[src/rtl/dll_pkg.sv]
package dll_pkg;

  localparam int OP_W   = 4;
  localparam int DATA_W = 32;
  localparam int STS_W  = 2;
  localparam int CNT_W  = 7;

  localparam logic [OP_W-1:0] OP_FIRST      = 4'd0;
  localparam logic [OP_W-1:0] OP_NEXT       = 4'd1;
  localparam logic [OP_W-1:0] OP_LAST       = 4'd2;
  localparam logic [OP_W-1:0] OP_PREV       = 4'd3;
  localparam logic [OP_W-1:0] OP_PUSH_FRONT = 4'd4;
  localparam logic [OP_W-1:0] OP_PUSH_BACK  = 4'd5;
  localparam logic [OP_W-1:0] OP_PUSH_CUR   = 4'd6;
  localparam logic [OP_W-1:0] OP_POP_FRONT  = 4'd7;
  localparam logic [OP_W-1:0] OP_POP_BACK   = 4'd8;
  localparam logic [OP_W-1:0] OP_POP_CUR    = 4'd9;
  localparam logic [OP_W-1:0] OP_CLEAR      = 4'd10;

  localparam logic [STS_W-1:0] STS_OK      = 2'd0;
  localparam logic [STS_W-1:0] STS_NONODE  = 2'd1;
  localparam logic [STS_W-1:0] STS_FULL    = 2'd2;
  localparam logic [STS_W-1:0] STS_IGNORED = 2'd3;

  // sequencer states
  typedef enum logic [2:0] {
    ST_IDLE,   // take an item, issue reads at its target node
    ST_LINK,   // read data back: decide, first write pass
    ST_FETCH,  // payload of the node reached by next/prev
    ST_FIX,    // second write pass of a push
    ST_HOLD    // result waits for the output register
  } state_t;

endpackage

[src/rtl/dll_in_if.sv]
interface dll_in_if;
  logic                        valid;
  logic                        ready;
  logic [dll_pkg::OP_W-1:0]    operation;
  logic [dll_pkg::DATA_W-1:0]  payload_in;

  modport source (output valid, operation, payload_in, input ready);
  modport sink   (input valid, operation, payload_in, output ready);
endinterface

[src/rtl/dll_out_if.sv]
interface dll_out_if;
  logic                        valid;
  logic                        ready;
  logic [dll_pkg::DATA_W-1:0]  payload_out;
  logic [dll_pkg::STS_W-1:0]   status;
  logic [dll_pkg::CNT_W-1:0]   node_count;

  modport source (output valid, payload_out, status, node_count, input ready);
  modport sink   (input valid, payload_out, status, node_count, output ready);
endinterface

[src/rtl/dll_ram.sv]
module dll_ram #(
  parameter int WIDTH = 8,
  parameter int DEPTH = 16
) (
  input  logic                     clk,
  input  logic                     we,
  input  logic [$clog2(DEPTH)-1:0] waddr,
  input  logic [WIDTH-1:0]         wdata,
  input  logic [$clog2(DEPTH)-1:0] raddr,
  output logic [WIDTH-1:0]         rdata
);

  logic [WIDTH-1:0] mem_r [DEPTH];
  logic [WIDTH-1:0] rdata_r;

  always_ff @(posedge clk) begin
    if (we) begin
      mem_r[waddr] <= wdata;
    end
    rdata_r <= mem_r[raddr];
  end

  assign rdata = rdata_r;

endmodule

[src/rtl/doubly_linked_list_cursor_core.sv]
// Doubly linked list over a pool of CAPACITY nodes, with head, tail and cursor.
// Results come from the link pass for first, last, pops, clear, refused pushes,
// unknown codes and null steps; next, prev and pushes that link need a second pass.
// One item is in flight at a time: a new item is taken only back in idle. The memories
// are read through a register; next, prev (payload fetch) and a linking push add the pass.
// Reset (rst_n, sync): pointers null, allocator and count zero, at once; no sweep.
module doubly_linked_list_cursor_core #(
  parameter int CAPACITY   = 64,
  parameter int DATA_WIDTH = 32
) (
  input logic         clk,
  input logic         rst_n,
  dll_in_if.sink      in_ch,
  dll_out_if.source   out_ch
);

  // index into the pool, and pointer width (pointer == CAPACITY means null)
  localparam int IW = $clog2(CAPACITY);
  localparam int PW = $clog2(CAPACITY + 1);
  localparam int SW = (DATA_WIDTH < dll_pkg::DATA_W) ? DATA_WIDTH : dll_pkg::DATA_W;
  localparam logic [PW-1:0] NIL = PW'(CAPACITY);

  function automatic logic [IW-1:0] idx(input logic [PW-1:0] p);
    return (p < NIL) ? p[IW-1:0] : '0;
  endfunction

  // ---------------------------------------------------------------------------
  // Registers
  // ---------------------------------------------------------------------------
  dll_pkg::state_t state_r, state_nxt;

  logic [dll_pkg::OP_W-1:0] op_r, op_nxt;
  logic [SW-1:0]            data_r, data_nxt;
  logic [PW-1:0]            tgt_r, tgt_nxt;     // node the item works on
  logic [PW-1:0]            node_r, node_nxt;   // freshly taken node
  logic [PW-1:0]            after_r, after_nxt; // successor of the insert point

  logic [PW-1:0] head_r, head_nxt;
  logic [PW-1:0] tail_r, tail_nxt;
  logic [PW-1:0] cur_r, cur_nxt;
  logic [PW-1:0] free_top_r, free_top_nxt;
  logic [PW-1:0] fresh_r, fresh_nxt;
  logic [PW-1:0] used_r, used_nxt;

  // output register, plus a holding copy while the output is still occupied
  logic                        out_valid_r, out_valid_nxt;
  logic [dll_pkg::DATA_W-1:0]  out_pay_r, out_pay_nxt;
  logic [dll_pkg::STS_W-1:0]   out_sts_r, out_sts_nxt;
  logic [dll_pkg::CNT_W-1:0]   out_cnt_r, out_cnt_nxt;
  logic [dll_pkg::DATA_W-1:0]  res_pay_r, res_pay_nxt;
  logic [dll_pkg::STS_W-1:0]   res_sts_r, res_sts_nxt;
  logic [dll_pkg::CNT_W-1:0]   res_cnt_r, res_cnt_nxt;

  // ---------------------------------------------------------------------------
  // Node memories: payload, next link, prev link, and the stack of freed indices
  // ---------------------------------------------------------------------------
  logic          pay_we, nxl_we, prl_we, fre_we;
  logic [IW-1:0] pay_waddr, nxl_waddr, prl_waddr, fre_waddr;
  logic [IW-1:0] pay_raddr, lnk_raddr, fre_raddr;
  logic [SW-1:0] pay_wdata, pay_rd;
  logic [PW-1:0] nxl_wdata, prl_wdata, nxl_rd, prl_rd;
  logic [IW-1:0] fre_wdata, fre_rd;

  dll_ram #(.WIDTH(SW), .DEPTH(CAPACITY)) u_pay_ram (
    .clk(clk), .we(pay_we), .waddr(pay_waddr), .wdata(pay_wdata),
    .raddr(pay_raddr), .rdata(pay_rd)
  );

  dll_ram #(.WIDTH(PW), .DEPTH(CAPACITY)) u_next_ram (
    .clk(clk), .we(nxl_we), .waddr(nxl_waddr), .wdata(nxl_wdata),
    .raddr(lnk_raddr), .rdata(nxl_rd)
  );

  dll_ram #(.WIDTH(PW), .DEPTH(CAPACITY)) u_prev_ram (
    .clk(clk), .we(prl_we), .waddr(prl_waddr), .wdata(prl_wdata),
    .raddr(lnk_raddr), .rdata(prl_rd)
  );

  dll_ram #(.WIDTH(IW), .DEPTH(CAPACITY)) u_free_ram (
    .clk(clk), .we(fre_we), .waddr(fre_waddr), .wdata(fre_wdata),
    .raddr(fre_raddr), .rdata(fre_rd)
  );

  // ---------------------------------------------------------------------------
  // Shared decode
  // ---------------------------------------------------------------------------
  logic          accept, out_free, fin;
  logic [PW-1:0] in_tgt, step, new_node, free_dec;
  logic          tgt_ok, step_ok, head_ok, from_stack, alloc_ok, ignore;

  assign accept   = in_ch.valid && in_ch.ready;
  assign out_free = !out_valid_r || out_ch.ready;

  // node an incoming item starts from
  always_comb begin
    unique case (in_ch.operation)
      dll_pkg::OP_FIRST, dll_pkg::OP_PUSH_FRONT, dll_pkg::OP_POP_FRONT: in_tgt = head_r;
      dll_pkg::OP_LAST, dll_pkg::OP_PUSH_BACK, dll_pkg::OP_POP_BACK:    in_tgt = tail_r;
      dll_pkg::OP_NEXT, dll_pkg::OP_PREV, dll_pkg::OP_PUSH_CUR,
      dll_pkg::OP_POP_CUR:                                              in_tgt = cur_r;
      default:                                                          in_tgt = NIL;
    endcase
  end

  assign tgt_ok     = tgt_r < NIL;
  assign head_ok    = head_r < NIL;
  assign step       = (op_r == dll_pkg::OP_NEXT) ? nxl_rd : prl_rd;
  assign step_ok    = step < NIL;
  // freed indices are reused first, then never-used ones in order
  assign from_stack = free_top_r != '0;
  assign free_dec   = free_top_r - PW'(1);
  assign new_node   = from_stack ? PW'(fre_rd) : fresh_r;
  assign alloc_ok   = from_stack || (fresh_r < NIL);
  // inserting after a null cursor is only allowed on an empty list
  assign ignore     = (op_r != dll_pkg::OP_PUSH_FRONT) && !tgt_ok && head_ok;

  // link and payload reads go out in the accept cycle, at the target node
  assign lnk_raddr  = idx(in_tgt);
  assign fre_raddr  = free_dec[IW-1:0];

  // ---------------------------------------------------------------------------
  // Next state
  // ---------------------------------------------------------------------------
  always_comb begin
    state_nxt = state_r;
    unique case (state_r)
      dll_pkg::ST_IDLE: begin
        if (accept) begin
          state_nxt = dll_pkg::ST_LINK;
        end
      end
      dll_pkg::ST_LINK: begin
        state_nxt = out_free ? dll_pkg::ST_IDLE : dll_pkg::ST_HOLD;
        unique case (op_r)
          dll_pkg::OP_NEXT, dll_pkg::OP_PREV: begin
            if (tgt_ok && step_ok) begin
              state_nxt = dll_pkg::ST_FETCH;
            end
          end
          dll_pkg::OP_PUSH_FRONT, dll_pkg::OP_PUSH_BACK, dll_pkg::OP_PUSH_CUR: begin
            if (!ignore && alloc_ok) begin
              state_nxt = dll_pkg::ST_FIX;
            end
          end
          default: ;
        endcase
      end
      dll_pkg::ST_FETCH, dll_pkg::ST_FIX, dll_pkg::ST_HOLD: begin
        state_nxt = out_free ? dll_pkg::ST_IDLE : dll_pkg::ST_HOLD;
      end
      default: state_nxt = dll_pkg::ST_IDLE;
    endcase
  end

  // ---------------------------------------------------------------------------
  // Datapath and memory control
  // ---------------------------------------------------------------------------
  always_comb begin
    logic [PW-1:0] prior;
    logic [PW-1:0] after;

    prior        = prl_rd;
    after        = nxl_rd;

    op_nxt       = op_r;
    data_nxt     = data_r;
    tgt_nxt      = tgt_r;
    node_nxt     = node_r;
    after_nxt    = after_r;
    head_nxt     = head_r;
    tail_nxt     = tail_r;
    cur_nxt      = cur_r;
    free_top_nxt = free_top_r;
    fresh_nxt    = fresh_r;
    used_nxt     = used_r;

    pay_raddr    = idx(in_tgt);
    pay_we       = 1'b0;
    pay_waddr    = '0;
    pay_wdata    = data_r;
    nxl_we       = 1'b0;
    nxl_waddr    = '0;
    nxl_wdata    = NIL;
    prl_we       = 1'b0;
    prl_waddr    = '0;
    prl_wdata    = NIL;
    fre_we       = 1'b0;
    fre_waddr    = free_top_r[IW-1:0];
    fre_wdata    = tgt_r[IW-1:0];

    fin          = 1'b0;
    res_pay_nxt  = '0;
    res_sts_nxt  = dll_pkg::STS_NONODE;

    unique case (state_r)
      dll_pkg::ST_IDLE: begin
        if (accept) begin
          op_nxt   = in_ch.operation;
          data_nxt = in_ch.payload_in[SW-1:0];
          tgt_nxt  = in_tgt;
        end
      end

      dll_pkg::ST_LINK: begin
        unique case (op_r)
          dll_pkg::OP_FIRST, dll_pkg::OP_LAST: begin
            fin = 1'b1;
            if (tgt_ok) begin
              cur_nxt     = tgt_r;
              res_pay_nxt = dll_pkg::DATA_W'(pay_rd);
              res_sts_nxt = dll_pkg::STS_OK;
            end
          end

          dll_pkg::OP_NEXT, dll_pkg::OP_PREV: begin
            if (tgt_ok && step_ok) begin
              pay_raddr = idx(step);
              tgt_nxt   = step;
            end else begin
              fin = 1'b1;
            end
          end

          dll_pkg::OP_PUSH_FRONT, dll_pkg::OP_PUSH_BACK, dll_pkg::OP_PUSH_CUR: begin
            if (ignore) begin
              fin         = 1'b1;
              res_sts_nxt = dll_pkg::STS_IGNORED;
            end else if (!alloc_ok) begin
              fin         = 1'b1;
              res_sts_nxt = dll_pkg::STS_FULL;
            end else begin
              if (from_stack) begin
                free_top_nxt = free_dec;
              end else begin
                fresh_nxt = fresh_r + PW'(1);
              end
              used_nxt  = used_r + PW'(1);
              node_nxt  = new_node;
              pay_we    = 1'b1;
              pay_waddr = idx(new_node);
              nxl_we    = 1'b1;
              nxl_waddr = idx(new_node);
              prl_we    = 1'b1;
              prl_waddr = idx(new_node);
              if (op_r == dll_pkg::OP_PUSH_FRONT) begin
                // new head; old head's prev link is fixed in the second pass
                nxl_wdata = head_r;
                head_nxt  = new_node;
                if (!head_ok) begin
                  tail_nxt = new_node;
                end
              end else begin
                cur_nxt = new_node;
                if (tgt_ok) begin
                  nxl_wdata = after;
                  prl_wdata = tgt_r;
                  after_nxt = after;
                  if (!(after < NIL)) begin
                    tail_nxt = new_node;
                  end
                end else begin
                  // empty list: the node is head, tail and cursor
                  after_nxt = NIL;
                  head_nxt  = new_node;
                  tail_nxt  = new_node;
                end
              end
            end
          end

          dll_pkg::OP_POP_FRONT, dll_pkg::OP_POP_BACK, dll_pkg::OP_POP_CUR: begin
            fin = 1'b1;
            if (tgt_ok) begin
              res_pay_nxt = dll_pkg::DATA_W'(pay_rd);
              res_sts_nxt = dll_pkg::STS_OK;
              if (prior < NIL) begin
                nxl_we    = 1'b1;
                nxl_waddr = idx(prior);
                nxl_wdata = after;
              end else begin
                head_nxt = after;
              end
              if (after < NIL) begin
                prl_we    = 1'b1;
                prl_waddr = idx(after);
                prl_wdata = prior;
                cur_nxt   = after;
              end else begin
                tail_nxt = prior;
                cur_nxt  = NIL;
              end
              if (free_top_r < NIL) begin
                fre_we       = 1'b1;
                free_top_nxt = free_top_r + PW'(1);
              end
              if (used_r != '0) begin
                used_nxt = used_r - PW'(1);
              end
            end
          end

          dll_pkg::OP_CLEAR: begin
            fin          = 1'b1;
            res_sts_nxt  = dll_pkg::STS_OK;
            head_nxt     = NIL;
            tail_nxt     = NIL;
            cur_nxt      = NIL;
            free_top_nxt = '0;
            fresh_nxt    = '0;
            used_nxt     = '0;
          end

          default: fin = 1'b1;
        endcase
      end

      dll_pkg::ST_FETCH: begin
        fin         = 1'b1;
        cur_nxt     = tgt_r;
        res_pay_nxt = dll_pkg::DATA_W'(pay_rd);
        res_sts_nxt = dll_pkg::STS_OK;
      end

      dll_pkg::ST_FIX: begin
        fin         = 1'b1;
        res_sts_nxt = dll_pkg::STS_OK;
        if (op_r == dll_pkg::OP_PUSH_FRONT) begin
          if (tgt_ok) begin
            prl_we    = 1'b1;
            prl_waddr = idx(tgt_r);
            prl_wdata = node_r;
          end
        end else if (tgt_ok) begin
          nxl_we    = 1'b1;
          nxl_waddr = idx(tgt_r);
          nxl_wdata = node_r;
          if (after_r < NIL) begin
            prl_we    = 1'b1;
            prl_waddr = idx(after_r);
            prl_wdata = node_r;
          end
        end
      end

      dll_pkg::ST_HOLD: ;

      default: ;
    endcase
  end

  // ---------------------------------------------------------------------------
  // Result path: straight into the output register, or parked until it drains
  // ---------------------------------------------------------------------------
  assign res_cnt_nxt = dll_pkg::CNT_W'(used_nxt);

  always_comb begin
    out_valid_nxt = out_valid_r;
    out_pay_nxt   = out_pay_r;
    out_sts_nxt   = out_sts_r;
    out_cnt_nxt   = out_cnt_r;
    if (out_ch.ready) begin
      out_valid_nxt = 1'b0;
    end
    if (out_free && fin) begin
      out_valid_nxt = 1'b1;
      out_pay_nxt   = res_pay_nxt;
      out_sts_nxt   = res_sts_nxt;
      out_cnt_nxt   = res_cnt_nxt;
    end else if (out_free && (state_r == dll_pkg::ST_HOLD)) begin
      out_valid_nxt = 1'b1;
      out_pay_nxt   = res_pay_r;
      out_sts_nxt   = res_sts_r;
      out_cnt_nxt   = res_cnt_r;
    end
  end

  // ---------------------------------------------------------------------------
  // Handshake outputs
  // ---------------------------------------------------------------------------
  assign in_ch.ready        = (state_r == dll_pkg::ST_IDLE);
  assign out_ch.valid       = out_valid_r;
  assign out_ch.payload_out = out_pay_r;
  assign out_ch.status      = out_sts_r;
  assign out_ch.node_count  = out_cnt_r;

  // ---------------------------------------------------------------------------
  // Flops
  // ---------------------------------------------------------------------------
  always_ff @(posedge clk) begin
    if (!rst_n) begin
      state_r     <= dll_pkg::ST_IDLE;
      head_r      <= NIL;
      tail_r      <= NIL;
      cur_r       <= NIL;
      free_top_r  <= '0;
      fresh_r     <= '0;
      used_r      <= '0;
      out_valid_r <= 1'b0;
    end else begin
      state_r     <= state_nxt;
      head_r      <= head_nxt;
      tail_r      <= tail_nxt;
      cur_r       <= cur_nxt;
      free_top_r  <= free_top_nxt;
      fresh_r     <= fresh_nxt;
      used_r      <= used_nxt;
      out_valid_r <= out_valid_nxt;
    end
  end

  always_ff @(posedge clk) begin
    op_r      <= op_nxt;
    data_r    <= data_nxt;
    tgt_r     <= tgt_nxt;
    node_r    <= node_nxt;
    after_r   <= after_nxt;
    out_pay_r <= out_pay_nxt;
    out_sts_r <= out_sts_nxt;
    out_cnt_r <= out_cnt_nxt;
    if (fin) begin
      res_pay_r <= res_pay_nxt;
      res_sts_r <= res_sts_nxt;
      res_cnt_r <= res_cnt_nxt;
    end
  end

endmodule
[src/flat_wrapper.sv]
// flat-port wrapper written by rule: the top's interface ports become plain ports
module doubly_linked_list_cursor_core_flat 
#(
  parameter int CAPACITY   = 64,
  parameter int DATA_WIDTH = 32
)
  (clk, rst_n, in_ch_valid, in_ch_operation, in_ch_payload_in, in_ch_ready, out_ch_valid, out_ch_payload_out, out_ch_status, out_ch_node_count, out_ch_ready);
  dll_in_if in_ch_i ();
  dll_out_if out_ch_i ();
  input logic clk;
  input logic rst_n;
  input wire logic [$bits(in_ch_i.valid)-1:0] in_ch_valid;
  input wire logic [$bits(in_ch_i.operation)-1:0] in_ch_operation;
  input wire logic [$bits(in_ch_i.payload_in)-1:0] in_ch_payload_in;
  output wire logic [$bits(in_ch_i.ready)-1:0] in_ch_ready;
  output wire logic [$bits(out_ch_i.valid)-1:0] out_ch_valid;
  output wire logic [$bits(out_ch_i.payload_out)-1:0] out_ch_payload_out;
  output wire logic [$bits(out_ch_i.status)-1:0] out_ch_status;
  output wire logic [$bits(out_ch_i.node_count)-1:0] out_ch_node_count;
  input wire logic [$bits(out_ch_i.ready)-1:0] out_ch_ready;
  assign in_ch_i.valid = in_ch_valid;
  assign in_ch_i.operation = in_ch_operation;
  assign in_ch_i.payload_in = in_ch_payload_in;
  assign in_ch_ready = in_ch_i.ready;
  assign out_ch_valid = out_ch_i.valid;
  assign out_ch_payload_out = out_ch_i.payload_out;
  assign out_ch_status = out_ch_i.status;
  assign out_ch_node_count = out_ch_i.node_count;
  assign out_ch_i.ready = out_ch_ready;
  doubly_linked_list_cursor_core #(.CAPACITY(CAPACITY), .DATA_WIDTH(DATA_WIDTH)) u_core (.clk(clk), .rst_n(rst_n), .in_ch(in_ch_i), .out_ch(out_ch_i));
endmodule
[config.mk]
export PLATFORM = sky130hd
export DESIGN_NAME = doubly_linked_list_cursor_core_flat
export DESIGN_NICKNAME = d
export VERILOG_FILES = /design/src/rtl/dll_pkg.sv /design/src/rtl/dll_in_if.sv /design/src/rtl/dll_out_if.sv /design/src/rtl/dll_ram.sv /design/src/rtl/doubly_linked_list_cursor_core.sv /design/src/flat_wrapper.sv
export SDC_FILE = /design/constraint.sdc
export NUM_CORES = 2
export LEC_CHECK = 0
export ABC_AREA = 1
export BUFFER_PORTS_ARGS = -buffer_cell sky130_fd_sc_hd__buf_2
export CAP_MARGIN = 20
export CELL_PAD_IN_SITES_DETAIL_PLACEMENT = 0
export CELL_PAD_IN_SITES_GLOBAL_PLACEMENT = 1
export CORE_MARGIN = 5
export CORE_UTILIZATION = 52
export DETAILED_ROUTE_END_ITERATION = 7
export PLACE_DENSITY_LB_ADDON = 0.1
export SYNTH_ARGS = -nofsm -noshare
export SYNTH_HDL_FRONTEND = slang
export SYNTH_SLANG_ARGS = --single-unit
[constraint.sdc]
create_clock -name clk -period 6.3 [get_ports clk]
set_input_delay 1.26 -clock clk [delete_from_list [all_inputs] [get_ports clk]]
set_output_delay 1.26 -clock clk [all_outputs]
set_load 0.01 [all_outputs]
==> results.md <==
| Group | Item | Reported |
| --- | --- | --- |
| pwr | Peak supply drop | 0.330 mV |
| cells and area | Net count of the finished layout | 13,100 |
| synthesis | Portion of synthesized cell area occupied by the leading cell type | 0.684 |
| synthesis | Count of yosys warnings during synthesis | 0 |
| place | DP Wirelength | 255,000 um |
| die | Cell Rows | 198 |
| cts | Clock latency on the worst-skew pair | 0.93 ns |
| timing | Headroom to the max-slew limit | 0.223 |
| timing | Final worst hold slack | 0.473 ns |
| synthesis | Cell type contributing the most total cell area after synthesis | edfxtp_1 |
| synthesis | Number of standard cells after synthesis | 13,100 |
| grt | Antenna violations before repair | 8 |
| synthesis | Number of synthesized flops with an enable pin | 3,467 |
| synthesis | Post-synthesis instance area | 152,000 sq um |
| routing | Number of detailed-routing iterations run before antenna repair | 6 |
| cts | Clock Tree Root | clkbuf_16 |
| grt | Global-route wire length before repair | 660,000 um |
| place | Instance count after placement with tap cells included | 16,500 |
| min path | Hold crit path type | register to register |
| cts | CTS sink count | 3,565 |
| cts | Post-CTS sizing | 0 |
| cts | Bufs on Longest Clock Path | 4 |
| worst setup path | Arr. time, crit path | 5.48 ns |
| run status | Status | finished clean |
| timing | RSZ-0062 raised after global routing | false |
| routing | Via count | 102,000 |
| cts | Clock tree from TritonCTS | done |
| timing | Largest clock skew in the final design | 0.0357 ns |
| cells and area | Fraction of final layout cells with drive strength greater than 1 | 0.0846 |
| worst setup path | Endpoint required time on the critical path | 6.82 ns |
| worst setup path | Cell with the largest stage delay on the worst path | nor2_1 |
| synthesis | Predominant post-synthesis flop cell | edfxtp_1 |
| job | Max_cap viols | 0 |
| die | Die outline width | 551 um |
| grt | Total routing usage reported by global routing | 0.290 |
| cells and area | Area growth, synth to finish | 12.2% |
| timing | Number of max-slew violations in the final report | 0 |
| synthesis | Post-synth cell types | 47 |
| synthesis | Top area cells in the synthesized netlist | edfxtp_1, nand3_1, nand2_1 |
| worst setup path | Buf+Inv Stages, Crit Path | 4 |
| grt | Overflow left after global routing | 0 |
| timing | Highest clock frequency the design can meet | 0.202 GHz |
| worst setup path | Dominant delay contributor by cell family on the critical path | simple AND/OR/NAND/NOR gates |
| worst setup path | Worst r2r src | u_core.op_r[1]$_DFFE_PP_ |
| worst setup path | Critical-path maximum fanout | 12 |
| pwr | LEAKAGE | 61.6 nW |
| pwr | Total power consumption of the routed design | 51.7 mW |
| routing | Detailed-route DRC error count | 0 |
| routing | Drt first-iter violations | 11,500 |
| cells and area | Final design area excluding fillers | 171,000 sq um |
| worst setup path | Crit path from | u_core.op_r[1]$_DFFE_PP_ |
| grt | Pin count of the biggest net entering global routing | 213 |
| die | Vert. Die Dim | 551 um |
| worst setup path | Kind of capture point of the worst setup path | register |
| cts | Deepest level of the CTS H-tree | 5 |
| timing | Final hold violations | 0 |
| place | Placed standard-cell area | 159,000 sq um |
| synthesis | Part of the Yosys area used for sequential elements | 0.697 |
| timing | Endpoints failing setup | 0 |
| cts | Number of hold buffers added after cts | 0 |
| timing | Transition time of the tightest slew-check pin | 1.16 ns |
| die | Die area | 304,000 sq um |
| routing | Detailed-route wire length | 449,000 um |
| pwr | Pwr dens | 303 nW/um^2 |
| place | Number of buffers inserted by port buffering | 82 |
| routing | Vias per inst | 5.90 |
| synthesis | Mean Syn Cell Area | 11.6 sq um |
| cts | Buffer count from post-CTS setup fixing | 0 |
| cells and area | Count of non-filler cells in the finished layout | 17,200 |
| cts | Clk pin slew, worst setup/hold paths | 0.06 ns |
| min path | Start point of the worst min-delay path | u_core.fresh_r[5]$_SDFFE_PN0P_ |
| synthesis | Synth Net Count | 13,100 |
| worst setup path | CP Cell Sequence | nand2_1, inv_1, nor2_1, inv_1, nor2_2, inv_2, a21oi_1, o211ai_1, buf_4, nor2_1 |
| grt | Via count of the first global-routing pass | 96,900 |
| timing | Accumulated negative setup slack | 0 ns |
| worst setup path | WS Path Type | register to register |
| worst setup path | Startpoint Class | register |
| synthesis | Flip-flop and latch count after synthesis | 3,565 |
| synthesis | Top-count cell post-synth | edfxtp_1 |
| place | RD Place Congestion | 0.858 |
| die | Initial Util | 0.523 |
| cts | Number of CTS-inserted buffers | 377 |
| worst setup path | Max incr delay on CP | 0.71 ns |
| timing | Ratio of final minimum period to clock period | 0.787 |
| routing | Post-route antenna net violation count | 0 |
| cells and area | Fillcell total | 23,500 |
| die | Core region area | 291,000 sq um |
| synthesis | Top cell types by occurrence after synthesis | edfxtp_1, nand3_1, nand2_1 |
| synthesis | Share of flip-flops with an asynchronous set or reset after synthesis | 0 |
| timing | Period minus WS final | 4.96 ns |
| die | Top Ports | 83 |
| routing | Average wire length per cell after detail routing | 26.1 um |
cell usage in the layout (no fill, tap or decap), drive strengths merged, types with 390 or more instances in the layout:
master,n
buf,459
inv,1566
o211ai,446
nand3,2534
nand3b,764
nand2,1815
nor2,594
edfxtp,3467
o21ai,390
clkbuf,490
worst register-to-register path, delay by kind of cell, from the launching register on:
kind	cells	cell delay (ns)
and+or+nand+nor	4	2.09
buffers and inverters	4	1.12
AOI/OAI and AO/OA	2	0.75
DFF	1	0.61
power breakdown:
| part | switching [mW] | internal [mW] |
|---|---|---|
| registers | 0.160 | 26.4 |
| logic | 2.80 | 0.860 |
| clock network | 9.12 | 12.4 |
| total | 12.1 | 39.7 |
per-layer routing:
metal,global-route usage,up-vias,wire length (um)
met2,0.472,4148,214000
met4,0.0952,4,15900
met1,0.406,50700,186000
met5,0,-,24
met3,0.0429,755,33300
li1,-,46100,-
kinds of logic after synthesis:
group / count (synthesis) / synth area share
XOR/XNOR: 6 / 0.000345
AO/OA/AOI/OAI: 1245 / 0.0523
AND/OR/NAND/NOR: 5750 / 0.183
flip-flops: 3565 / 0.697
multiplexers: 50 / 0.00329
buffers and inverters: 2442 / 0.0637
adder cells (fa/ha/maj): 6 / 0.000493
state kept, by name, summed over array words and instances, names as in the netlist, 4 cells and up:
name and cells:
u_core.res_pay_r 32, u_core.cur_r 7, u_core.out_ch.payload_out 32, u_core.free_top_r 7, u_core.head_r 7, u_core.node_r 7
u_core.u_free_ram.rdata 6, u_core.op_r 4, u_core.fresh_r 7, u_core.u_free_ram.mem_r 384, u_core.u_prev_ram.mem_r 448, u_core.tgt_r 7
u_core.res_cnt_r 7, u_core.u_pay_ram.rdata 32, u_core.u_prev_ram.rdata 7, u_core.u_next_ram.rdata 7, u_core.u_pay_ram.mem_r 2048, u_core.after_r 7
u_core.u_next_ram.mem_r 448, u_core.out_ch.node_count 7, u_core.tail_r 7, u_core.data_r 32, u_core.used_r 7
worst paths after layout:
| check | endpoint | slack, ns | cells after the start |
|---|---|---|---|
| hold / removal | u_core.fresh_r[6]$_SDFFE_PN0P_ | 0.47 | 2 |
| setup / recovery | u_core.u_next_ram.mem_r[16][0]$_DFFE_PP_ | 1.34 | 10 |
| setup reg to reg | u_core.u_next_ram.mem_r[16][0]$_DFFE_PP_ | 1.34 | 10 |
| hold reg to reg | u_core.fresh_r[6]$_SDFFE_PN0P_ | 0.47 | 2 |
area by class of cell:
| type | instances | area, sq um | area share |
|---|---|---|---|
| Inverter | 1558 | 5870 | 0.0344 |
| Timing Repair Buffer | 460 | 4770 | 0.0280 |
| Multi-Input combinational cell | 7057 | 37200 | 0.218 |
| Clock inverter | 183 | 1760 | 0.0103 |
| Sequential cell | 3565 | 106000 | 0.621 |
| Tap cell | 3900 | 4880 | 0.0286 |
| Antenna cell | 9 | 22.5 | 0.000132 |
| Clock buffer | 489 | 10100 | 0.0590 |
through the flow:
step / utilization / setup slack [ns]
detailed placement: 0.545 / 1.09
floorplan: - / 0.691
global route: 0.586 / 1.13
global placement: 0.545 / 1.13
CTS: 0.586 / 1.29
finish: 0.586 / 1.34
No activity file was read; power rests on OpenSTA's default activity.
